### src/hdl/slcan_pkg.sv
`default_nettype none

package slcan_pkg;

    // Result status codes.
    typedef enum logic [1:0] {
        ST_OK          = 2'd0,
        ST_MALFORMED   = 2'd1,
        ST_UNSUPPORTED = 2'd2
    } status_t;

    // Frame kind selected by the first character of a line.
    typedef enum logic [1:0] {
        KIND_NONE  = 2'd0,
        KIND_STD   = 2'd1,
        KIND_EXT   = 2'd2,
        KIND_UNSUP = 2'd3
    } kind_t;

    // Progress through the optional line terminator.
    typedef enum logic [1:0] {
        TAIL_NONE = 2'd0,
        TAIL_CR   = 2'd1,
        TAIL_LF   = 2'd2
    } tail_t;

    // Character codes.
    localparam logic [7:0] CHR_STD_FRAME = "t";
    localparam logic [7:0] CHR_EXT_FRAME = "T";
    localparam logic [7:0] CHR_CR        = 8'h0D;
    localparam logic [7:0] CHR_LF        = 8'h0A;
    localparam logic [7:0] CHR_RTR_STD   = "r";
    localparam logic [7:0] CHR_RTR_EXT   = "R";
    localparam logic [7:0] CHR_FD_STD    = "d";
    localparam logic [7:0] CHR_FD_EXT    = "D";
    localparam logic [7:0] CHR_BRS_STD   = "b";
    localparam logic [7:0] CHR_BRS_EXT   = "B";

    // Identifier digit counts and limits.
    localparam logic [3:0]  STD_ID_DIGITS = 4'd3;
    localparam logic [3:0]  EXT_ID_DIGITS = 4'd8;
    localparam logic [31:0] STD_ID_MAX    = 32'h0000_07FF;
    localparam logic [31:0] EXT_ID_MAX    = 32'h1FFF_FFFF;
    localparam logic [3:0]  DLC_MAX       = 4'd8;

    // Output data width, padded to whole bytes.
    localparam int RESULT_BITS = 2 + 29 + 1 + 4 + 64;
    localparam int TDATA_BITS  = ((RESULT_BITS + 7) / 8) * 8;

    // One input character with its end-of-line mark.
    typedef struct packed {
        logic [7:0] character;
        logic       line_done;
    } item_t;

    // One parsed frame result.
    typedef struct packed {
        status_t     status;
        logic [28:0] frame_id;
        logic        extended;
        logic [3:0]  dlc;
        logic [63:0] payload;
    } result_t;

endpackage

`default_nettype wire

### src/hdl/slcan_frame_parser.sv
// Stages: input register, parser logic, result register; an end-of-line item loads the result.
// Throughput: one character per cycle, except while an end-of-line item waits for result space.
// Characters that do not end a line never wait on the output side.
// Reset: asynchronous active-low; clears both stage valids and all parser state,
// leaving the parser at line start.
`default_nettype none

module slcan_frame_parser (
    input  wire logic                              clk,
    input  wire logic                              rst_n,
    input  wire logic                              s_tvalid,
    output logic                                   s_tready,
    input  wire logic [7:0]                        s_tdata,   // character[7:0]
    input  wire logic                              s_tlast,   // line_done
    output logic                                   m_tvalid,
    input  wire logic                              m_tready,
    // status[1:0], frame_id[30:2], extended[31], dlc[35:32], payload[99:36], zero pad
    output logic [slcan_pkg::TDATA_BITS-1:0]       m_tdata
);
    import slcan_pkg::*;

    logic    item_valid;
    item_t   item;
    logic    advance;
    logic    emit;
    logic    space;
    result_t result;

    // An item moves on unless it ends a line and the result register is full.
    assign advance = item_valid && (!item.line_done || space);

    slcan_in_stage u_in (
        .clk        (clk),
        .rst_n      (rst_n),
        .s_tvalid   (s_tvalid),
        .s_tready   (s_tready),
        .s_tdata    (s_tdata),
        .s_tlast    (s_tlast),
        .advance    (advance),
        .item_valid (item_valid),
        .item       (item)
    );

    slcan_parse u_parse (
        .clk    (clk),
        .rst_n  (rst_n),
        .fire   (advance),
        .item   (item),
        .emit   (emit),
        .result (result)
    );

    slcan_out_stage u_out (
        .clk      (clk),
        .rst_n    (rst_n),
        .load     (emit),
        .result   (result),
        .space    (space),
        .m_tvalid (m_tvalid),
        .m_tready (m_tready),
        .m_tdata  (m_tdata)
    );

endmodule

`default_nettype wire

### src/hdl/slcan_in_stage.sv
`default_nettype none

module slcan_in_stage (
    input  wire logic                 clk,
    input  wire logic                 rst_n,
    input  wire logic                 s_tvalid,
    output logic                      s_tready,
    input  wire logic [7:0]           s_tdata,   // character[7:0]
    input  wire logic                 s_tlast,   // line_done
    input  wire logic                 advance,
    output logic                      item_valid,
    output slcan_pkg::item_t          item
);
    import slcan_pkg::*;

    logic  valid_reg;
    logic  valid_next;
    item_t item_reg;
    logic  take;

    // The register can take a new transaction when empty or when its item moves on.
    assign s_tready = !valid_reg || advance;
    assign take     = s_tvalid && s_tready;

    always_comb
    begin
        valid_next = valid_reg;
        if (take)
        begin
            valid_next = 1'b1;
        end
        else if (advance)
        begin
            valid_next = 1'b0;
        end
    end

    always_ff @(posedge clk or negedge rst_n)
    begin
        if (!rst_n)
        begin
            valid_reg <= 1'b0;
        end
        else
        begin
            valid_reg <= valid_next;
        end
    end

    // Payload capture needs no reset.
    always_ff @(posedge clk)
    begin
        if (take)
        begin
            item_reg.character <= s_tdata;
            item_reg.line_done <= s_tlast;
        end
    end

    assign item_valid = valid_reg;
    assign item       = item_reg;

endmodule

`default_nettype wire

### src/hdl/slcan_parse.sv
`default_nettype none

module slcan_parse (
    input  wire logic                 clk,
    input  wire logic                 rst_n,
    input  wire logic                 fire,
    input  wire slcan_pkg::item_t     item,
    output logic                      emit,
    output slcan_pkg::result_t        result
);
    import slcan_pkg::*;

    logic [4:0]  position_reg,   position_next;
    kind_t       kind_reg,       kind_next;
    logic [31:0] id_reg,         id_next;
    logic [3:0]  length_reg,     length_next;
    logic [63:0] data_reg,       data_next;
    logic [3:0]  upper_reg,      upper_next;
    logic        failed_reg,     failed_next;
    tail_t       tail_reg,       tail_next;

    logic [3:0]  id_digits;
    logic [4:0]  data_end;
    logic [4:0]  dlc_pos;
    logic [4:0]  q;
    logic [4:0]  hex;
    logic [7:0]  data_byte;
    logic [63:0] byte_shifted;
    logic [7:0]  c;
    status_t     status;

    // Hex digit decode: bit 4 flags a valid digit.
    function automatic logic [4:0] hex_decode(input logic [7:0] ch);
        logic [4:0] r;
        r = 5'd0;
        if (ch >= "0" && ch <= "9")
        begin
            r = {1'b1, 4'(ch - "0")};
        end
        else if (ch >= "A" && ch <= "F")
        begin
            r = {1'b1, 4'(ch - "A" + 8'd10)};
        end
        else if (ch >= "a" && ch <= "f")
        begin
            r = {1'b1, 4'(ch - "a" + 8'd10)};
        end
        return r;
    endfunction

    // Field positions within the line.
    assign c         = item.character;
    assign id_digits = (kind_reg == KIND_EXT) ? EXT_ID_DIGITS : STD_ID_DIGITS;
    assign dlc_pos   = {1'b0, id_digits} + 5'd1;
    assign data_end  = {1'b0, id_digits} + 5'd2 + {length_reg, 1'b0};
    assign q         = position_reg - ({1'b0, id_digits} + 5'd2);
    assign hex       = hex_decode(c);
    assign data_byte = {upper_reg, hex[3:0]};
    assign byte_shifted = {56'd0, data_byte} << {q[3:1], 3'b000};

    // Next state for one character, or return to line start at end of line.
    always_comb
    begin
        position_next = position_reg;
        kind_next     = kind_reg;
        id_next       = id_reg;
        length_next   = length_reg;
        data_next     = data_reg;
        upper_next    = upper_reg;
        failed_next   = failed_reg;
        tail_next     = tail_reg;

        if (fire && item.line_done)
        begin
            position_next = 5'd0;
            kind_next     = KIND_NONE;
            id_next       = 32'd0;
            length_next   = 4'd0;
            data_next     = 64'd0;
            upper_next    = 4'd0;
            failed_next   = 1'b0;
            tail_next     = TAIL_NONE;
        end
        else if (fire && !failed_reg && kind_reg != KIND_UNSUP)
        begin
            if (position_reg == 5'd0)
            begin
                if (c == CHR_RTR_STD || c == CHR_RTR_EXT || c == CHR_FD_STD ||
                    c == CHR_FD_EXT || c == CHR_BRS_STD || c == CHR_BRS_EXT)
                begin
                    kind_next = KIND_UNSUP;
                end
                else if (c == CHR_STD_FRAME)
                begin
                    kind_next = KIND_STD;
                end
                else if (c == CHR_EXT_FRAME)
                begin
                    kind_next = KIND_EXT;
                end
                else
                begin
                    failed_next = 1'b1;
                end
                position_next = 5'd1;
            end
            else if (position_reg >= data_end)
            begin
                // Terminator: CR, CR LF or LF, nothing after.
                if (tail_reg == TAIL_NONE && c == CHR_CR)
                begin
                    tail_next = TAIL_CR;
                end
                else if (tail_reg != TAIL_LF && c == CHR_LF)
                begin
                    tail_next = TAIL_LF;
                end
                else
                begin
                    failed_next = 1'b1;
                end
            end
            else if (!hex[4])
            begin
                failed_next = 1'b1;
            end
            else if (position_reg <= {1'b0, id_digits})
            begin
                id_next       = {id_reg[27:0], hex[3:0]};
                position_next = position_reg + 5'd1;
            end
            else if (position_reg == dlc_pos)
            begin
                if (hex[3:0] > DLC_MAX)
                begin
                    failed_next = 1'b1;
                end
                else
                begin
                    length_next   = hex[3:0];
                    position_next = position_reg + 5'd1;
                end
            end
            else
            begin
                // Even offset holds the high nibble, odd offset completes a byte.
                if (!q[0])
                begin
                    upper_next = hex[3:0];
                end
                else
                begin
                    data_next = data_reg | byte_shifted;
                end
                position_next = position_reg + 5'd1;
            end
        end
    end

    always_ff @(posedge clk or negedge rst_n)
    begin
        if (!rst_n)
        begin
            position_reg <= 5'd0;
            kind_reg     <= KIND_NONE;
            id_reg       <= 32'd0;
            length_reg   <= 4'd0;
            data_reg     <= 64'd0;
            upper_reg    <= 4'd0;
            failed_reg   <= 1'b0;
            tail_reg     <= TAIL_NONE;
        end
        else
        begin
            position_reg <= position_next;
            kind_reg     <= kind_next;
            id_reg       <= id_next;
            length_reg   <= length_next;
            data_reg     <= data_next;
            upper_reg    <= upper_next;
            failed_reg   <= failed_next;
            tail_reg     <= tail_next;
        end
    end

    // Final verdict for the line.
    always_comb
    begin
        if (kind_reg == KIND_UNSUP)
        begin
            status = ST_UNSUPPORTED;
        end
        else if (failed_reg || position_reg == 5'd0 || position_reg < data_end)
        begin
            status = ST_MALFORMED;
        end
        else if (kind_reg == KIND_STD && id_reg > STD_ID_MAX)
        begin
            status = ST_MALFORMED;
        end
        else if (kind_reg == KIND_EXT && id_reg > EXT_ID_MAX)
        begin
            status = ST_MALFORMED;
        end
        else
        begin
            status = ST_OK;
        end
    end

    // Result fields are zero unless the frame parsed cleanly.
    always_comb
    begin
        result.status   = status;
        result.frame_id = 29'd0;
        result.extended = 1'b0;
        result.dlc      = 4'd0;
        result.payload  = 64'd0;
        if (status == ST_OK)
        begin
            result.frame_id = id_reg[28:0];
            result.extended = (kind_reg == KIND_EXT);
            result.dlc      = length_reg;
            result.payload  = data_reg;
        end
    end

    assign emit = fire && item.line_done;

`ifndef SYNTHESIS
    // The parser is back at line start after every end of line.
    a_line_restart: assert property (@(posedge clk) disable iff (!rst_n)
        emit |=> (position_reg == 5'd0 && kind_reg == KIND_NONE && !failed_reg))
        else $error("parser did not return to line start");

    // Position never runs past the longest extended frame.
    a_position_bound: assert property (@(posedge clk) disable iff (!rst_n)
        position_reg <= 5'd26)
        else $error("parser position out of range");

    // A clean frame never carries a length above eight.
    a_dlc_bound: assert property (@(posedge clk) disable iff (!rst_n)
        (status == ST_OK) |-> (length_reg <= DLC_MAX))
        else $error("accepted frame with DLC above eight");
`endif

endmodule

`default_nettype wire

### src/hdl/slcan_out_stage.sv
`default_nettype none

module slcan_out_stage (
    input  wire logic                              clk,
    input  wire logic                              rst_n,
    input  wire logic                              load,
    input  wire slcan_pkg::result_t                result,
    output logic                                   space,
    output logic                                   m_tvalid,
    input  wire logic                              m_tready,
    // status[1:0], frame_id[30:2], extended[31], dlc[35:32], payload[99:36], zero pad
    output logic [slcan_pkg::TDATA_BITS-1:0]       m_tdata
);
    import slcan_pkg::*;

    logic                    valid_reg;
    logic                    valid_next;
    logic [TDATA_BITS-1:0]   data_reg;

    // The register frees up as soon as its transaction completes.
    assign space = !valid_reg || m_tready;

    always_comb
    begin
        valid_next = valid_reg;
        if (load)
        begin
            valid_next = 1'b1;
        end
        else if (m_tready)
        begin
            valid_next = 1'b0;
        end
    end

    always_ff @(posedge clk or negedge rst_n)
    begin
        if (!rst_n)
        begin
            valid_reg <= 1'b0;
        end
        else
        begin
            valid_reg <= valid_next;
        end
    end

    // Pack fields from the lowest bit up.
    always_ff @(posedge clk)
    begin
        if (load)
        begin
            data_reg <= {{(TDATA_BITS - RESULT_BITS){1'b0}}, result.payload, result.dlc,
                         result.extended, result.frame_id, result.status};
        end
    end

    assign m_tvalid = valid_reg;
    assign m_tdata  = data_reg;

`ifndef SYNTHESIS
    // A result is only loaded when the register has room for it.
    a_no_overwrite: assert property (@(posedge clk) disable iff (!rst_n)
        load |-> space)
        else $error("result register overwritten before its transaction");
`endif

endmodule

`default_nettype wire
### config.mk
export PLATFORM = sky130hd
export DESIGN_NAME = slcan_frame_parser
export DESIGN_NICKNAME = d
export VERILOG_FILES = /design/src/hdl/slcan_pkg.sv /design/src/hdl/slcan_frame_parser.sv /design/src/hdl/slcan_in_stage.sv /design/src/hdl/slcan_parse.sv /design/src/hdl/slcan_out_stage.sv
export SDC_FILE = /design/constraint.sdc
export NUM_CORES = 1
export LEC_CHECK = 0
export BUFFER_PORTS_ARGS = -buffer_cell sky130_fd_sc_hd__clkbuf_2
export CAP_MARGIN = 10
export CORE_MARGIN = 2
export CORE_UTILIZATION = 52
export DETAILED_ROUTE_END_ITERATION = 10
export GPL_TIMING_DRIVEN = 0
export PLACE_DENSITY = 0.77
export SLEW_MARGIN = 20
export SYNTH_ARGS = -nofsm -noshare
export SYNTH_HDL_FRONTEND = slang
export SYNTH_SLANG_ARGS = --single-unit
### constraint.sdc
create_clock -name clk -period 4.79 [get_ports clk]
set_input_delay 0.479 -clock clk [delete_from_list [all_inputs] [get_ports clk]]
set_output_delay 0.479 -clock clk [all_outputs]
set_load 0.03 [all_outputs]
==> results of run 1 <==
## power breakdown
part           switching (W)  total, W  internal, W
Combinational       0.000327  0.000458     0.000131
Clock               0.000725   0.00174      0.00101
Sequential         0.0000261   0.00211      0.00208
## metrics by stage
step           hold WS, ns  cell area [sq um]  setup WS, ns  utilization
2_1_floorplan       0.1834               9554         1.353            -
3_3_place_gp        0.4535              10410        0.1652       0.5796
3_5_place_dp        0.4484              10480        0.6005       0.5836
4_1_cts             0.1376              11250        0.5290       0.6260
5_1_grt             0.1334              11250        0.2049       0.6260
6_report            0.1540              11250        0.4324       0.6260
## how the worst max path moves through the flow
stage	from	end	slack (ns)	cells after the start
detailed placement	u_parse.kind_reg[0]	u_parse.data_reg[45]	0.60	12
CTS	u_parse.kind_reg[0]	u_parse.data_reg[45]	0.53	12
finish	u_parse.kind_reg[0]	u_parse.data_reg[45]	0.43	12
global route	u_parse.kind_reg[0]	u_parse.data_reg[45]	0.20	12
floorplan	u_parse.kind_reg[0]	u_parse.id_reg[22]	1.35	13
global placement	m_tready	u_parse.data_reg[54]	0.17	9
## placed cells by master (no fill, tap or decap), types with 9 or more instances in the layout
| cell | netlist | layout |
|---|---|---|
| nand3_1 | 18 | 18 |
| and2_1 | 100 | 100 |
| nor2_1 | 19 | 19 |
| clkbuf_2 | 3 | 116 |
| edfxtp_1 | 109 | 109 |
| nor3_1 | 9 | 9 |
| o21ai_0 | 45 | 45 |
| a22o_1 | 16 | 16 |
| ha_1 | 18 | 18 |
| nand4_1 | 9 | 9 |
| inv_1 | 14 | 14 |
| dfrtp_1 | 116 | 116 |
| clkbuf_16 | 0 | 25 |
| a21oi_1 | 13 | 13 |
| clkbuf_1 | 21 | 27 |
| nand2_1 | 94 | 94 |
| a32o_1 | 17 | 17 |
| mux2i_1 | 23 | 23 |
## logic make-up (layout without fill, tap and decap cells)
kind of cell,Yosys count,after routing,synth area share
simple gates,302,302,0.1745
flops,225,225,0.6473
compound gates,135,135,0.09835
buf+inv,47,208,0.02203
mux,23,23,0.02413
fa+ha+maj,20,20,0.02780
xor+xnor,6,6,0.005507
other cells,1,4,0.0003930
## what timing repair did
action                                 CTS  global route
hold buffers                             1             0
endpoints found under the hold margin   47             0
buffers inserted                         0             0
gates resized for setup                  0             0
## routing by layer
metal / GRT usage / wire length [um]
met3: 0.03785 / 1462
met1: 0.2943 / 8599
met4: 0.06752 / 532
met2: 0.3640 / 10400
met5: 0 / 0
## final cells by class
cell class | count | area, sq um
Inverter | 14 | 52.55
Timing Repair Buffer | 117 | 644.4
Clock inverter | 8 | 51.30
Sequential cell | 225 | 6176
Clock buffer | 36 | 700.7
Fill cell | 1389 | 6718
Buffer | 33 | 167.7
Tap cell | 229 | 286.5
Multi-Input combinational cell | 490 | 3167
==> flow_summary.toml, run 1 <==
[critical_path]
reg2reg_to = "u_parse.data_reg[45]"
reg2reg_from = "u_parse.kind_reg[0]"
critPathSlowestCell = "nor4_1"
critPathBufInv = 2
r2r_slack_ns = 0.43
worstSetupPathType = "reg2reg"
cp.arrival_ns = 4.80
cp.required_ns = 5.23
r2r.worst_path.cells = 12
cp_max_fo = 8
cp-end-kind = "flip-flop"
start_kind = "flip-flop"
critical_path.top_delay_family = "simple AND/OR/NAND/NOR gates"
crit_chain = "nand2b_1 > inv_1 > ha_1 > inv_1 > fa_1 > ha_1 > a21oi_1 > o21ai_0 > nor2_1 > nand3_2 > nor4_1 > a22o_1"
critical-path-max-stage-delay_ns = 0.86

[synth]
synth.avg_cell_area_sq_um = 12.57
synth_top_area_share = 0.3430
synth_area_leaders = "edfxtp_1 34%, dfrtp_1 30%, and2_1 6.6%"
synth_area_sq_mm = 0.009542
synth-seq-cells = 225
yosysTopAreaCell = "edfxtp_1"
synth_commonest_cells = "116 x dfrtp_1, 109 x edfxtp_1, 100 x and2_1, 94 x nand2_1, 45 x o21ai_0"
yosysWarnings = 0
synth_most_common_cell = "dfrtp_1"
synth-edff-count = 109
synth_cell_types = 71
yosysSeqAreaShare = 0.6473
synthCells = 759
synth-main-ff-cell = "dfrtp_1"
async_reset_ff_frac = 0.5156

[clocking]
clk_pin_slew_worst_paths_ns = 0.06
htreeDepth = 1
clock_sinks = 225
cts_buffers = 24
cts-root-buf = "clkbuf_16"
worstSkewPairLatency_ns = 0.51
tritoncts = "yes"
cts_buffer_depth = 3

[finish]
num_antenna_cells = 0
areaGrowthSynthToFinish_pct = 17.86
drive_gt1_frac = 0.2004
nets = 938
largest_reg_flops = 100
fin_cells = 1152

[worst_hold_path]
min_path_type = "in2reg"
hold_path_end = "u_in.item[1]"
hold_depth = 1
holdCritStartpoint = "s_tdata[0]"

[timing]
min_period_ns = 4.358
max_freq_mhz = 229.5
slew_viol_final = 0
slew_headroom = 0.2687
fin_skew_ns = 0.01946
worstMarginPinSlew_ns = 1.088
min_period_over_period = 0.9097
setup_tns_ns = 0
rsz0062_at_grt = "false"
hold_viol = 0
setup_viol_count_final = 0

[placement]
gp_congestion = 0.9421
port_buffers = 114
place_inst = 1107
place_hpwl_um = 14680

[floorplan]
rows = 49
coreArea_sq_mm = 0.01796
die_area_sq_mm = 0.01945
io_pins = 119
start_util = 0.5312
die_h_um = 139.5
die_w_um = 139.5

[drt]
dr_total_vias = 6541
vias_per_cell = 5.678
drc_errors = 0
final_antenna_net_count = 0
drt_iter0_markers = 639
totalWireLength_um = 21000
drtPass1Iterations = 5
wl_per_cell_um = 18.22

[power_and_ir_drop]
ir_drop_mv = 0.3171
power_density_mw_per_mm2 = 382.6
power_leakage_nw = 4.776
finalPower_w = 0.004303

[outcome]
status = "complete, no violations"

[grt]
grt_max_degree = 70
grt_overflow_total = 0
grt_use_total = 0.2177
antenna_found_initial = 0
grt_pass1_wl_um = 34070
grt_pass1_vias = 6522

[job]
maxCapViolCount = 0
Note: power is estimated with default switching activity, not from simulation.
==> run 2: changes to the inputs <==
RECOVER_POWER = 100   (was not set)
==> flow_summary.toml, run 2 (synthesis results as in run 1) <==
[grt]
antenna_found_initial = 0
grt_pass1_vias = 6522
grt_max_degree = 70
grt_use_total = 0.2177
grt_overflow_total = 0
grt_pass1_wl_um = 34070

[drt]
drc_errors = 0
vias_per_cell = 5.740
drt_iter0_markers = 523
final_antenna_net_count = 0
dr_total_vias = 6613
drtPass1Iterations = 5
wl_per_cell_um = 18.36
totalWireLength_um = 21150

[clocking]
clock_sinks = 225
clk_pin_slew_worst_paths_ns = 0.06
cts_setup_buffers = 0
htreeDepth = 1
cts_buffer_depth = 3
worstSkewPairLatency_ns = 0.51
post_cts_resized = 0
tritoncts = "yes"
postCtsHoldBufs = 1
cts-root-buf = "clkbuf_16"
cts_buffers = 24

[job]
maxCapViolCount = 1

[power_and_ir_drop]
power_density_mw_per_mm2 = 388.6
finalPower_w = 0.004289
switching_share = 0.2509
pwr-share-seq = 0.491
power_leakage_nw = 4.346
switchingPower_w = 0.001076
p_int_w = 0.003213
clkPwrFrac = 0.406
ir_drop_mv = 0.3160
p_comb_frac = 0.103

[critical_path]
r2r.worst_path.cells = 14
cp.required_ns = 5.16
r2r_slack_ns = 0.38
cp_max_fo = 10
cp.arrival_ns = 4.77
cp-end-kind = "flip-flop"
worstSetupPathType = "reg2reg"
start_kind = "flip-flop"
reg2reg_from = "u_parse.kind_reg[0]"
reg2reg_to = "u_out.m_tdata[24]"

[placement]
port_buffers = 114
place_hpwl_um = 14680
gp_congestion = 0.9421

[finish]
fillers = 1449
num_antenna_cells = 0
areaGrowthSynthToFinish_pct = 15.68
largest_reg_flops = 100
layout_commonest_cell = "clkbuf_1"
drive_gt1_frac = 0.07909
nets = 938
final_cell_mix = "135 x clkbuf_1, 116 x dfrtp_1, 109 x edfxtp_1, 94 x nand2_1, 73 x and2_0"

[timing]
slew_headroom = -0.8009
worstMarginPinSlew_ns = 2.701
hold_viol = 0
slew_viol_final = 48
setup_tns_ns = 0
rsz0062_at_grt = "false"
max_freq_mhz = 227.0
setup_viol_count_final = 0
min_period_over_period = 0.9197
min_period_ns = 4.405
fin_skew_ns = 0.01853

[floorplan]
start_util = 0.5312
die_area_sq_mm = 0.01945
coreArea_sq_mm = 0.01796
die_h_um = 139.5
die_w_um = 139.5
rows = 49
io_pins = 119

[worst_hold_path]
hold_path_end = "u_in.item[1]"
holdCritStartpoint = "s_tdata[0]"
min_path_type = "in2reg"
hold_depth = 1

[outcome]
status = "finished, violations left"
violations = "max-capacitance violations, max-slew violations"
run 2: worst max-delay path by stage:
stage / from / end / cells past startpoint
finish: u_parse.kind_reg[0] / u_out.m_tdata[24] / 14
floorplan: u_parse.kind_reg[0] / u_parse.id_reg[22] / 13
detailed placement: u_parse.kind_reg[0] / u_parse.data_reg[45] / 12
CTS: u_parse.kind_reg[0] / u_parse.data_reg[45] / 12
global placement: m_tready / u_parse.data_reg[54] / 9
global route: u_parse.kind_reg[0] / u_out.m_tdata[23] / 14
run 2: per-stage QoR:
| step | instance area, sq um | hold WS [ns] | setup slack [ns] | instances | utilization |
|---|---|---|---|---|---|
| after global routing | 11040 | 0.1334 | 0.1064 | 1152 | 0.6145 |
| after detailed placement | 10480 | 0.4484 | 0.6005 | 1107 | 0.5836 |
| after global placement | 10410 | 0.4535 | 0.1652 | 1105 | 0.5796 |
| final | 11040 | 0.1507 | 0.3848 | 1152 | 0.6145 |
| after floorplan | 9554 | 0.1834 | 1.353 | 762 | - |
| after CTS | 11250 | 0.1376 | 0.5290 | 1152 | 0.6260 |
run 2: power by group through the flow:
stage	Sequential [W]	Clock [W]	Combinational (W)
after floorplan	0.00221	0	0.000244
after global placement	0.00215	0	0.000434
after detailed placement	0.00214	0	0.000452
after CTS	0.00211	0.00177	0.000454
after global routing	0.00211	0.00185	0.000485
final	0.00211	0.00174	0.000441
run 2: layout make-up:
cell class / instances / area [sq um] / area share
sequential: 225 / 6176 / 0.5595
multi-input combinational: 490 / 3134 / 0.2839
clock buffer: 36 / 700.7 / 0.06348
timing repair buffer: 117 / 484.2 / 0.04387
tap: 229 / 286.5 / 0.02596
buffer: 33 / 152.6 / 0.01383
inverter: 14 / 52.55 / 0.004761
clock inverter: 8 / 51.30 / 0.004647
run 2: worst max-delay path, stage by stage (launching register included):
cell	delay, ns
dfrtp_1	0.43
nand2b_1	0.36
inv_1	0.27
ha_1	0.21
inv_1	0.06
fa_1	0.42
xor2_1	0.15
ha_1	0.29
nand2_1	0.07
o21ai_0	0.32
o221ai_1	0.29
nor2_4	0.39
clkbuf_1	0.43
clkbuf_1	0.36
and2_0	0.19
run 2: layer usage:
metal | share of wire | vias up | routed length (um) | GRT usage
met5 | 0 | - | 0 | 0
met4 | 0.025 | 0 | 527 | 0.06752
met3 | 0.068 | 46 | 1432 | 0.03785
met2 | 0.49 | 245 | 10420 | 0.3640
met1 | 0.41 | 3283 | 8765 | 0.2943
li1 | - | 3039 | - | -
==> run 3: changes to the inputs <==
CELL_PAD_IN_SITES_DETAIL_PLACEMENT = 0   (was not set)
CELL_PAD_IN_SITES_GLOBAL_PLACEMENT = 1   (was not set)
CORE_UTILIZATION = 42   (was 52)
PLACE_DENSITY = 0.76   (was 0.77)
==> flow_summary.toml, run 3 (synthesis results as in run 1) <==
[outcome]
status = "finished, violations left"
violations = "max-capacitance violations, max-slew violations"

[clocking]
cts-root-buf = "clkbuf_16"
worstSkewPairLatency_ns = 0.52
cts_buffer_depth = 3
clock_sinks = 225
htreeDepth = 1
clk_pin_slew_worst_paths_ns = 0.06
tritoncts = "yes"
cts_setup_buffers = 0
cts_buffers = 24

[timing]
worstMarginPinSlew_ns = 2.022
hold_viol = 0
rsz0062_at_grt = "false"
min_period_ns = 4.348
setup_tns_ns = 0
fin_skew_ns = 0.01906
min_period_over_period = 0.9078
slew_viol_final = 119
hold_ws_ns = 0.1355
setup_viol_count_final = 0
max_freq_mhz = 230.0
slew_headroom = -0.3477

[worst_hold_path]
holdCritStartpoint = "s_tdata[7]"
min_path_type = "in2reg"
hold_depth = 1
hold_path_end = "u_in.item[8]"

[critical_path]
r2r_slack_ns = 0.44
worstSetupPathType = "reg2reg"
cp-end-kind = "flip-flop"
reg2reg_from = "u_parse.kind_reg[0]"
r2r.worst_path.cells = 13
start_kind = "flip-flop"
critPathBufInv = 3
cp.arrival_ns = 4.78
cp.required_ns = 5.22
critical_path.top_delay_family = "simple AND/OR/NAND/NOR gates"
cp_max_fo = 8
critical-path-max-stage-delay_ns = 0.68
crit_chain = "nand2b_1 > inv_1 > ha_1 > inv_1 > fa_1 > xor2_1 > ha_1 > nand4_1 > o221ai_1 > or4_2 > clkbuf_1 > nand2b_1 > o21ai_0"
critPathSlowestCell = "or4_2"
reg2reg_to = "u_parse.data_reg[26]"

[power_and_ir_drop]
power_density_mw_per_mm2 = 386.0
power_leakage_nw = 4.341
finalPower_w = 0.004288
switching_share = 0.2525
clkPwrFrac = 0.405
ir_drop_mv = 0.2329
p_int_w = 0.003205
p_comb_frac = 0.104
pwr-share-seq = 0.491
switchingPower_w = 0.001083

[drt]
dr_total_vias = 6292
drc_errors = 0
wl_per_cell_um = 17.73
drtPass1Iterations = 5
final_antenna_net_count = 0
totalWireLength_um = 21420
drt_iter0_markers = 489
vias_per_cell = 5.209

[grt]
met1_usage = 0.2624
use_met2 = 0.2842
grt_use_total = 0.1801
use_met3 = 0.02466
grt_max_degree = 100
antenna_found_initial = 0
top_usage_layer = "met2"
grt_pass1_vias = 6206
grt_pass1_wl_um = 34000
grt_overflow_total = 0

[floorplan]
die_h_um = 154.7
rows = 55
die_area_sq_mm = 0.02394
io_pins = 119
die_w_um = 154.7
coreArea_sq_mm = 0.02250
start_util = 0.4240

[finish]
postLayoutCoreUtil = 0.4936
drive_gt1_frac = 0.07584
largest_reg_flops = 100
num_antenna_cells = 0
areaGrowthSynthToFinish_pct = 16.42
final_cell_mix = "136 x clkbuf_1, 116 x dfrtp_1, 109 x edfxtp_1, 94 x nand2_1, 76 x and2_0"
layout_commonest_cell = "clkbuf_1"
nets = 938

[job]
maxCapViolCount = 2

[placement]
gp_congestion = 0.8794
port_buffers = 114
place_hpwl_um = 14900
==> run 3: worst max-delay path by stage <==
stage / slack (ns) / cells past startpoint / to / startpoint
after detailed placement: 0.57 / 12 / u_parse.data_reg[47] / u_parse.kind_reg[0]
after floorplan: 1.35 / 13 / u_parse.id_reg[22] / u_parse.kind_reg[0]
after global routing: 0.07 / 13 / u_parse.data_reg[58] / u_parse.kind_reg[0]
after CTS: 0.54 / 13 / u_parse.id_reg[21] / u_parse.kind_reg[0]
final: 0.44 / 13 / u_parse.data_reg[26] / u_parse.kind_reg[0]
after global placement: 0.04 / 9 / u_parse.data_reg[53] / m_tready
==> run 3: layer usage <==
layer | wire (um) | part of all wire
met1 | 10040 | 0.47
met2 | 9932 | 0.46
met3 | 938 | 0.044
met4 | 506 | 0.024
met5 | 0 | 0
==> run 3: power by group through the flow <==
stage	sequential [W]	combinational (W)	clock, W
CTS	0.00211	0.000462	0.00178
detailed placement	0.00214	0.000458	0
floorplan	0.00221	0.000244	0
global route	0.00211	0.000495	0.00186
global placement	0.00215	0.000448	0
finish	0.00210	0.000445	0.00174
==> run 3: timing repair <==
action | in CTS | in global routing
gates resized for setup | 0 | 0
endpoints found under the hold margin | 36 | 0
hold buffers | 1 | 0
==> run 3: final cells by class <==
type                       count  area, sq um
inverter                      14        52.55
buffer                        33        145.1
tap                          285        356.6
timing repair buffer         117        484.2
sequential                   225         6176
clock inverter                11        88.84
clock buffer                  33        654.4
multi-input combinational    490         3151
fill                        2102        11390
==> run 3: stage by stage <==
| stage | setup WS, ns | std cells | cell area (sq um) |
|---|---|---|---|
| 2_1_floorplan | 1.353 | 762 | 9554 |
| 3_3_place_gp | 0.03532 | 1161 | 10480 |
| 5_1_grt | 0.07164 | 1208 | 11110 |
| 6_report | 0.4416 | 1208 | 11110 |
| 3_5_place_dp | 0.5700 | 1163 | 10550 |
| 4_1_cts | 0.5439 | 1208 | 11310 |
